**src/hw/rtl/clps_pkg.sv**
```systemverilog
// Shared types, codes and pin tables for the charlieplexed LED scan driver.
`default_nettype none

package clps_pkg;

   localparam int unsigned NumLeds    = 8;
   localparam int unsigned NumPins    = 4;
   localparam int unsigned LedIdxW    = $clog2(NumLeds);
   localparam int unsigned PhaseBitW  = $clog2(NumLeds);
   localparam int unsigned CodeW      = 4;

   localparam logic [PhaseBitW-1:0] PhaseBitReset = PhaseBitW'(5);
   localparam logic [CodeW-1:0]     LedCodeMin    = CodeW'(1);
   localparam logic [CodeW-1:0]     LedCodeMax    = CodeW'(NumLeds);

   typedef enum logic {
      OP_TICK    = 1'b0,
      OP_COMMAND = 1'b1
   } op_type;

   typedef enum logic [1:0] {
      LED_OFF   = 2'd0,
      LED_ON    = 2'd1,
      LED_BLINK = 2'd2,
      LED_BOTH  = 2'd3
   } led_state_type;

   typedef struct packed {
      logic       operation;
      logic [5:0] command;
   } req_type;

   typedef struct packed {
      logic [NumPins-1:0] pin_drive_enable;
      logic [NumPins-1:0] pin_level;
      logic               led_lit;
      logic               any_active;
      logic               scan_running;
      logic               command_error;
   } rsp_type;

   typedef struct packed {
      logic                 accept;
      logic                 csr_write;
      logic [PhaseBitW-1:0] csr_data;
   } eng_ctl_type;

   function automatic logic [NumPins-1:0] anode_mask(input logic [LedIdxW-1:0] idx);
      logic [NumPins-1:0] m;
      unique case (idx)
         3'd0:    m = 4'h2;
         3'd1:    m = 4'h1;
         3'd2:    m = 4'h4;
         3'd3:    m = 4'h2;
         3'd4:    m = 4'h8;
         3'd5:    m = 4'h4;
         3'd6:    m = 4'h1;
         3'd7:    m = 4'h8;
         default: m = 4'h0;
      endcase
      return m;
   endfunction

   function automatic logic [NumPins-1:0] cathode_mask(input logic [LedIdxW-1:0] idx);
      logic [NumPins-1:0] m;
      unique case (idx)
         3'd0:    m = 4'h1;
         3'd1:    m = 4'h2;
         3'd2:    m = 4'h2;
         3'd3:    m = 4'h8;
         3'd4:    m = 4'h4;
         3'd5:    m = 4'h8;
         3'd6:    m = 4'h8;
         3'd7:    m = 4'h1;
         default: m = 4'h0;
      endcase
      return m;
   endfunction

endpackage

`default_nettype wire

```
**src/hw/rtl/clps_engine.sv**
```systemverilog
// LED flag state, scan position, blink timing and per-transaction result logic.
`default_nettype none

module clps_engine (
   input  wire logic                 clock,
   input  wire logic                 reset,
   input  wire clps_pkg::eng_ctl_type ctl,
   input  wire clps_pkg::req_type    req,
   output clps_pkg::rsp_type         result
);
   import clps_pkg::*;

   logic [PhaseBitW-1:0] phase_bit_ff, phase_bit_in;
   logic [NumLeds-1:0]   shine_ff, shine_in;
   logic [NumLeds-1:0]   blink_ff, blink_in;
   logic [NumLeds-1:0]   saved_ff, saved_in;
   logic [NumLeds-1:0]   excl_ff, excl_in;
   logic [7:0]           counter_ff, counter_in;
   logic [LedIdxW-1:0]   index_ff, index_in;
   logic                 running_ff, running_in;

   logic [CodeW-1:0]     code;
   logic [1:0]           st;
   logic                 bad_code;
   logic [LedIdxW-1:0]   led;
   logic [NumLeds-1:0]   led_bit;
   logic [NumLeds-1:0]   lit_mask;
   logic                 lit;

   assign code     = req.command[5:2];
   assign st       = req.command[1:0];
   assign bad_code = (code < LedCodeMin) || (code > LedCodeMax);
   assign led      = LedIdxW'(code - LedCodeMin);
   assign led_bit  = NumLeds'(1) << led;

   always_comb begin
      phase_bit_in = ctl.csr_write ? ctl.csr_data : phase_bit_ff;
      shine_in     = shine_ff;
      blink_in     = blink_ff;
      saved_in     = saved_ff;
      excl_in      = excl_ff;
      counter_in   = counter_ff;
      index_in     = index_ff;
      running_in   = running_ff;
      lit_mask     = '0;
      lit          = 1'b0;
      result       = '0;

      if (ctl.accept) begin
         if (req.operation == OP_COMMAND) begin
            result.command_error = bad_code;
            if (!bad_code) begin
               if (st == LED_ON) begin
                  saved_in = blink_ff;
               end
               // Turning an LED off brings back the blink flags saved by an earlier ON.
               if (st == LED_OFF && saved_ff != '0) begin
                  blink_in = saved_ff;
                  saved_in = '0;
               end else if (st[1]) begin
                  blink_in = blink_ff | led_bit;
               end else begin
                  blink_in = blink_ff & ~led_bit;
               end
               shine_in   = st[0] ? (shine_ff | led_bit) : (shine_ff & ~led_bit);
               running_in = 1'b1;
            end
         end else if (running_ff) begin
            if ((shine_ff | blink_ff) == '0) begin
               running_in = 1'b0;
            end else begin
               if (!counter_ff[phase_bit_ff]) begin
                  excl_in = excl_ff & ~blink_ff;
               end else begin
                  excl_in = '1;
               end
               lit_mask = shine_ff | (blink_ff & excl_in);
               lit      = lit_mask[index_ff];
               result.pin_drive_enable = anode_mask(index_ff) | cathode_mask(index_ff);
               result.pin_level = anode_mask(index_ff) |
                                  (lit ? '0 : cathode_mask(index_ff));
               result.led_lit = lit;
               index_in = index_ff + LedIdxW'(1);
               if (blink_ff != '0) begin
                  counter_in = counter_ff + 8'd1;
               end
            end
         end
         result.any_active   = (shine_in | blink_in) != '0;
         result.scan_running = running_in;
      end
   end

   always_ff @(posedge clock) begin
      if (reset) begin
         phase_bit_ff <= PhaseBitReset;
         shine_ff     <= '0;
         blink_ff     <= '0;
         saved_ff     <= '0;
         excl_ff      <= '0;
         counter_ff   <= '0;
         index_ff     <= '0;
         running_ff   <= 1'b0;
      end else begin
         phase_bit_ff <= phase_bit_in;
         shine_ff     <= shine_in;
         blink_ff     <= blink_in;
         saved_ff     <= saved_in;
         excl_ff      <= excl_in;
         counter_ff   <= counter_in;
         index_ff     <= index_in;
         running_ff   <= running_in;
      end
   end

   // A good command always leaves the scan running.
   assert property (@(posedge clock) disable iff (reset)
      ctl.accept && req.operation == OP_COMMAND && !bad_code |=> running_ff)
      else $error("scan not running after a good command");

   // The scan position only moves on a tick that drives pins.
   assert property (@(posedge clock) disable iff (reset)
      index_ff != $past(index_ff) |-> $past(ctl.accept) && $past(result.pin_drive_enable) != '0)
      else $error("scan index moved without a driven tick");

endmodule

`default_nettype wire

```
**src/hw/rtl/charlieplex_led_scan_blink.sv**
```systemverilog
// Top level of the charlieplexed LED scan driver: handshake and result register.
// The result of a transaction is registered and appears on rsp_ in the cycle after it is accepted.
// Throughput: one transaction per cycle unless stalled; one result register, freed as taken.
// A stalled result holds in the result register and stalls the request side.
// Synchronous active-high reset clears all LED flags, stops the scan, sets blink phase bit 5.
`default_nettype none

module charlieplex_led_scan_blink (
   input  wire logic              clock,
   input  wire logic              reset,
   input  wire logic              req_valid,
   output logic                   req_stall,
   input  wire clps_pkg::req_type req_data,
   output logic                   rsp_valid,
   input  wire logic              rsp_stall,
   output clps_pkg::rsp_type      rsp_data,
   input  wire logic              csr_write_enable,
   input  wire logic [2:0]        csr_write_data
);
   import clps_pkg::*;

   logic        rsp_valid_ff, rsp_valid_in;
   rsp_type     rsp_data_ff;
   rsp_type     eng_result;
   eng_ctl_type eng_ctl;
   logic        accept;

   assign req_stall = rsp_valid_ff && rsp_stall;
   assign accept    = req_valid && !req_stall;

   always_comb begin
      eng_ctl.accept    = accept;
      eng_ctl.csr_write = csr_write_enable;
      eng_ctl.csr_data  = csr_write_data;
   end

   clps_engine u_engine (
      .clock  (clock),
      .reset  (reset),
      .ctl    (eng_ctl),
      .req    (req_data),
      .result (eng_result)
   );

   assign rsp_valid_in = accept || (rsp_valid_ff && rsp_stall);

   always_ff @(posedge clock) begin
      if (reset) begin
         rsp_valid_ff <= 1'b0;
      end else begin
         rsp_valid_ff <= rsp_valid_in;
      end
   end

   always_ff @(posedge clock) begin
      if (accept) begin
         rsp_data_ff <= eng_result;
      end
   end

   assign rsp_valid = rsp_valid_ff;
   assign rsp_data  = rsp_data_ff;

   // Pins are driven only by a tick that leaves the scan running.
   assert property (@(posedge clock) disable iff (reset)
      rsp_valid_ff && !rsp_data_ff.scan_running |-> rsp_data_ff.pin_drive_enable == '0)
      else $error("pins driven while the scan is stopped");

   // A driven tick drives exactly one anode and one cathode.
   assert property (@(posedge clock) disable iff (reset)
      rsp_valid_ff |-> $countones(rsp_data_ff.pin_drive_enable) == 2 ||
                       rsp_data_ff.pin_drive_enable == '0)
      else $error("wrong number of driven pins");

   // A lit LED has its cathode driven low, so not every driven pin is high.
   assert property (@(posedge clock) disable iff (reset)
      rsp_valid_ff && rsp_data_ff.led_lit |->
         rsp_data_ff.pin_drive_enable != '0 &&
         (rsp_data_ff.pin_level & rsp_data_ff.pin_drive_enable) !=
            rsp_data_ff.pin_drive_enable)
      else $error("lit LED without a low cathode");

   // A rejected command carries no scan activity.
   assert property (@(posedge clock) disable iff (reset)
      rsp_valid_ff && rsp_data_ff.command_error |->
         rsp_data_ff.pin_drive_enable == '0 && !rsp_data_ff.led_lit)
      else $error("rejected command produced pin activity");

endmodule

`default_nettype wire
```
**config.mk**
```make
export PLATFORM = sky130hd
export DESIGN_NAME = charlieplex_led_scan_blink
export DESIGN_NICKNAME = d
export VERILOG_FILES = /design/src/hw/rtl/clps_pkg.sv /design/src/hw/rtl/clps_engine.sv /design/src/hw/rtl/charlieplex_led_scan_blink.sv
export SDC_FILE = /design/constraint.sdc
export NUM_CORES = 1
export LEC_CHECK = 0
export BUFFER_PORTS_ARGS = -buffer_cell sky130_fd_sc_hd__buf_2
export CAP_MARGIN = 20
export CORE_MARGIN = 1
export CORE_UTILIZATION = 35
export DETAILED_ROUTE_END_ITERATION = 8
export PLACE_DENSITY = 0.56
export RECOVER_POWER = 25
export SYNTH_ARGS = -nofsm -noshare
export SYNTH_HDL_FRONTEND = slang
export SYNTH_SLANG_ARGS = --single-unit
export TNS_END_PERCENT = 5
```
**constraint.sdc**
```tcl
create_clock -name clock -period 3.3 [get_ports clock]
set_clock_uncertainty 0.15 [all_clocks]
set_input_delay 0.66 -clock clock [delete_from_list [all_inputs] [get_ports clock]]
set_output_delay 0.66 -clock clock [all_outputs]
set_load 0.01 [all_outputs]
```
## Word-level counts from Yosys, hierarchy flattened

Memory sizes are Yosys's and may differ from the RTL's. A register that Yosys moved wholly into a read port is not among the register bits.
Index checks and enable logic that the tools add are counted.

| storage, ports and cells | value |
|---|---|
| word-level logic and storage cells | 110 |
| bits in registers | 60 |
| memory bits (writable) | 0 |
| output and inout port bits | 14 |
| memory bits (read-only) | 128 |
| bits in latches | 0 |
| memories | 4 |
| input bits | 15 |

| cells by class | value |
|---|---|
| reductions and logical operators | 16 |
| equality and inequality tests | 1 |
| mux-type cells | 49 |
| order comparisons | 4 |
| multipliers | 0 |
| bitwise gates (word level) | 17 |
| divide/modulo/power cells | 0 |
| add/sub/neg operators | 3 |
| shift operators | 1 |

Memories:

| memory | depth | bits a word | rd ports | clocked after memory_dff | wr ports | RTL line | source |
|---|---|---|---|---|---|---|---|
| (no name shown) | 8 | 4 | 1 | 1 | 0 | clps_pkg.sv:50 | `unique case (idx)` |
| (no name shown) | 8 | 4 | 1 | 1 | 0 | clps_pkg.sv:66 | `unique case (idx)` |
| (no name shown) | 8 | 4 | 1 | 1 | 0 | clps_pkg.sv:50 |  |
| (no name shown) | 8 | 4 | 1 | 1 | 0 | clps_pkg.sv:66 |  |

Operator list:

| operator | number |
|---|---|
| 8-bit 2-to-1 mux | 16 |
| 4-bit 2-to-1 mux | 17 |
| 8-bit bitwise OR | 5 |
| 8-bit bitwise AND | 4 |
| 3-bit 2-to-1 mux | 8 |
| 8-bit nonzero test | 3 |
| 8-bit NOT | 2 |
| 8-bit by 1-bit adder with 8-bit output (second input constant) | 1 |
| 8-bit zero test | 1 |
| 3-bit by 4-bit less-than comparator with 1-bit output (second input constant) | 2 |
| 4-bit bitwise OR | 2 |
| 4-bit AND reduction | 2 |
| 1-bit by 3-bit << shifter with 8-bit output (first input constant) | 1 |
| 1-bit binary-select mux with 3-bit select | 2 |
| 1-bit 2-to-1 mux | 6 |
| 5-bit AND reduction | 1 |
| 4-bit greater-than comparator (second input constant) | 1 |
| 4-bit by 1-bit less-than comparator with 1-bit output (second input constant) | 1 |
| 1-bit NOT | 4 |
| 3-bit by 1-bit adder with 3-bit output (second input constant) | 1 |
| 1-bit logical AND | 3 |
| 3-bit OR reduction | 1 |
| 3-bit by 1-bit subtractor with 3-bit output (second input constant) | 1 |
| 2-bit by 1-bit equality test with 1-bit output (second input constant) | 1 |
| other kinds (4) | 5 |

## Depth between registers and ports, before layout

| depth | value |
|---|---|
| depth in word-level cells | 13 |
| gate-level depth with buffers | 10 |
| gate-level depth less buffers | 8 |

## Modules after synthesis

Synthesis repeated with hierarchy kept, for this count alone.

| unflattened totals | value |
|---|---|
| cells, all modules | 367 |
| area total of the unflattened synthesis | 3280.6 um^2 |

By module, submodules not included:

| module | area an instance (um^2) | cells an instance | times used | seq. area each (um^2) |
|---|---|---|---|---|
| clps_engine | 2874.0 | 350 | 1 | 940.9 |
| charlieplex_led_scan_blink | 406.6 | 17 | 1 | 380.4 |

## Least setup slack after synthesis

Ideal clock, no wire load.

| path | value |
|---|---|
| path type | input to register |
| from | input req_data[2] (netlist bit) |
| to | register rsp_data_ff (netlist bit rsp_data[2]) (data pin) |
| data required time | 2.873 ns |
| setup slack | 0.104 ns |
| cell stages on the path | 10 |
| arrival time | 2.769 ns |
| buffers on the path | 2 |
| library setup time | 0.277 ns |
| cells stage by stage | clkbuf_1 > nor2_1 > ha_1 > clkbuf_1 > nand2b_1 > o21a_1 > o32a_1 > a2111o_1 > a2111oi_0 > nand4_1 |

RTL lines:

| what | RTL line | source |
|---|---|---|
| start, declared | charlieplex_led_scan_blink.sv:13 | `input wire clps_pkg::req_type req_data,` |
| end signal, assigned | charlieplex_led_scan_blink.sv:57 | `rsp_data_ff <= eng_result;` |
| end, declared | charlieplex_led_scan_blink.sv:23 | `rsp_type rsp_data_ff;` |

==> metrics.yaml <==
syn_avg_cell_area_sq_um: 8.809
synth-simple-area-share: 0.2451
run_status: "complete, but fails checks"
place.gp.congestion: 0.9437
crit_top_cell: "mux2_2"
rows: 34
synthMuxAreaShare: 0.08915
syn-num-nets: 391
synthDistinctLibCells: 61
path_depth: 7
grt_usage: 0.1728
maxCapViolCount: 1
synth_edf_count: 12
synth_compound_area_frac: 0.1663
tightest_slew_ns: 1.847
rsz0062_at_grt: "no"
power_density_nw_per_um2: 408.1
fin_tns_setup_ns: 0
grt_max_degree: 42
synth_top_family_by_area: "simple AND/OR/NAND/NOR gates"
max_stage_delay_ns: 0.49
holdPathStages: 2
crit_buf_inv: 1
io_buffer_count: 28
fp.dieW_um: 98.24
cts_tree: "done"
worstRegToRegCells: 6
syn_area_sq_um: 3242
placed_cells: 498
drc_errors: 4
path_cells: "buf_2, nor3_1, mux2_2, nand2_1, mux2_2, a2111oi_0, nand4_1"
antenna_found_initial: 0
drtIter0Drc: 223
holdWs_ns: 0.3299
wl_per_cell_um: 15.24
final_common_cell: "dfxtp_1"
cts-root-buf: "clkbuf_8"
ir_worst_vdd_mv: 0.1619
fin_area_sq_um: 3685
fin_crit_sh: 0.8822
cts.repair.resized: 0
violations: "design-rule violations, max-capacitance violations, max-slew violations"
dp_hpwl_mm: 5.564
dieArea_sq_um: 9651
cp_top_family: "multiplexers"
crit_slowest_cell: "mux2_2"
synthCells: 368
yosysWarnings: 0
synth.top_cell.area_share: 0.2964
end_kind: "flop"
p_leak_nw: 1.364
fin_util: 0.4164
synthTopCellsByArea: "dfxtp_1 (30%), edfxtp_1 (11%), nand2_1 (5.1%)"
p_total_mw: 1.504
hold_path_class: "flop to flop"
cts-buffers-inserted: 9
startpoint_type: "primary input"
maxSlewViolCount: 42
placed_area_sq_um: 3535
grt_pass1_wl_mm: 13.04
fmax_ghz: 0.3435
cts_setup_buffers: 0
synth_fa_ha_area_frac: 0.03088
die_y_um: 98.24
critPathKind: "primary input to flop"
synth_seq_cells: 60
cp.required_ns: 3.21
setup_ws_ns: 0.3888
synth_flop_cell: "dfxtp_1"
antenna_cells: 0
final_cells: 514
drt_wl_total_mm: 7.833
setup_viol: 0
slew_headroom: -0.2312
first_pass_iters: 9
grt_pass1_vias: 2690
coreArea_sq_um: 8848
clk_latency_ns: 0.34
arrival_ns: 2.82
ioPinCount: 29
synth-xor-area-share: 0.02702
drive_gt1_frac: 0.1626
worst-path-max-fanout: 9
globalRoute.totalOverflow: 0
fin_crit_ns: 2.911
ys_async_sr_fraction: 0
final_cell_mix: "dfxtp_1 (48), nand2_1 (44), nor2_1 (43)"
clock_path_buffers: 2
clk_pin_slew_ns: 0.07
vias: 2865
nets: 424
start_util: 0.3664
seq_area_frac_synth: 0.4076
ctsHoldBuffers: 0
synth_area_leader_cell: "dfxtp_1"
clock_tree.htree_level_count: 3
drt.antenna.violating_nets: 0
finalHoldViolations: 0
vias_per_cell: 5.574
synthToLayoutAreaGrowth_pct: 13.66
clkSinkCount: 60
preCtsSetupSlack_ns: 0.1183
==> where the power goes <==
part	switching, mW	total (mW)	leakage [nW]	internal, mW
clock	0.318	0.592	0.0856	0.274
sequential	0.00891	0.772	0.509	0.763
combinational	0.0889	0.141	0.769	0.0517
==> metal layers <==
layer  vias up  global-route usage  share of wire
met5         -                   0              0
met4         0             0.08381          0.024
met3        17             0.03865          0.064
met2       104              0.2644           0.43
met1      1331              0.2303           0.48
li1       1413                   -              -
==> final timing paths <==
check	start	to	slack, ns
setup / recovery	req_data[3]	rsp_data[2]	0.39
setup reg to reg	u_engine.phase_bit_ff[1]	rsp_data[3]	0.49
hold / removal	u_engine.running_ff	u_engine.running_ff	0.33
hold reg to reg	u_engine.running_ff	u_engine.running_ff	0.33
==> Yosys cell counts, types with 7 or more instances <==
cell / n
ha_1: 8
dfxtp_1: 48
a211oi_1: 9
mux2_2: 7
nand2b_1: 7
clkbuf_1: 16
nor4_1: 8
nor3_1: 15
edfxtp_1: 12
xor2_1: 8
mux2i_1: 12
o21ai_0: 7
nand4_1: 14
nor2_1: 43
nand2_1: 44
a21oi_1: 20
==> cell families (layout without fill, tap and decap cells) <==
kind of cell,Yosys count,after routing
AO/OA/AOI/OAI,79,79
XOR/XNOR,10,10
adder cells (fa/ha/maj),8,8
buffers and inverters,26,64
flip-flops,60,60
multiplexers,23,23
AND/OR/NAND/NOR,162,162
==> area by class of cell <==
type	instances	area, sq um
Fill cell	893	5164
Multi-Input combinational cell	282	1799
Sequential cell	60	1321
Timing Repair Buffer	42	231.5
Tap cell	108	135.1
Clock buffer	9	123.9
Clock inverter	7	51.30
Inverter	6	22.52
==> worst register-to-register path: stages, from the launching register on <==
cell      delay (ns)
dfxtp_1         0.39
mux4_1          0.55
mux2_4          0.33
a211oi_1        0.28
a211oi_1        0.09
or4_4           0.59
and2_4          0.18
(Power assumes the default switching activity.)
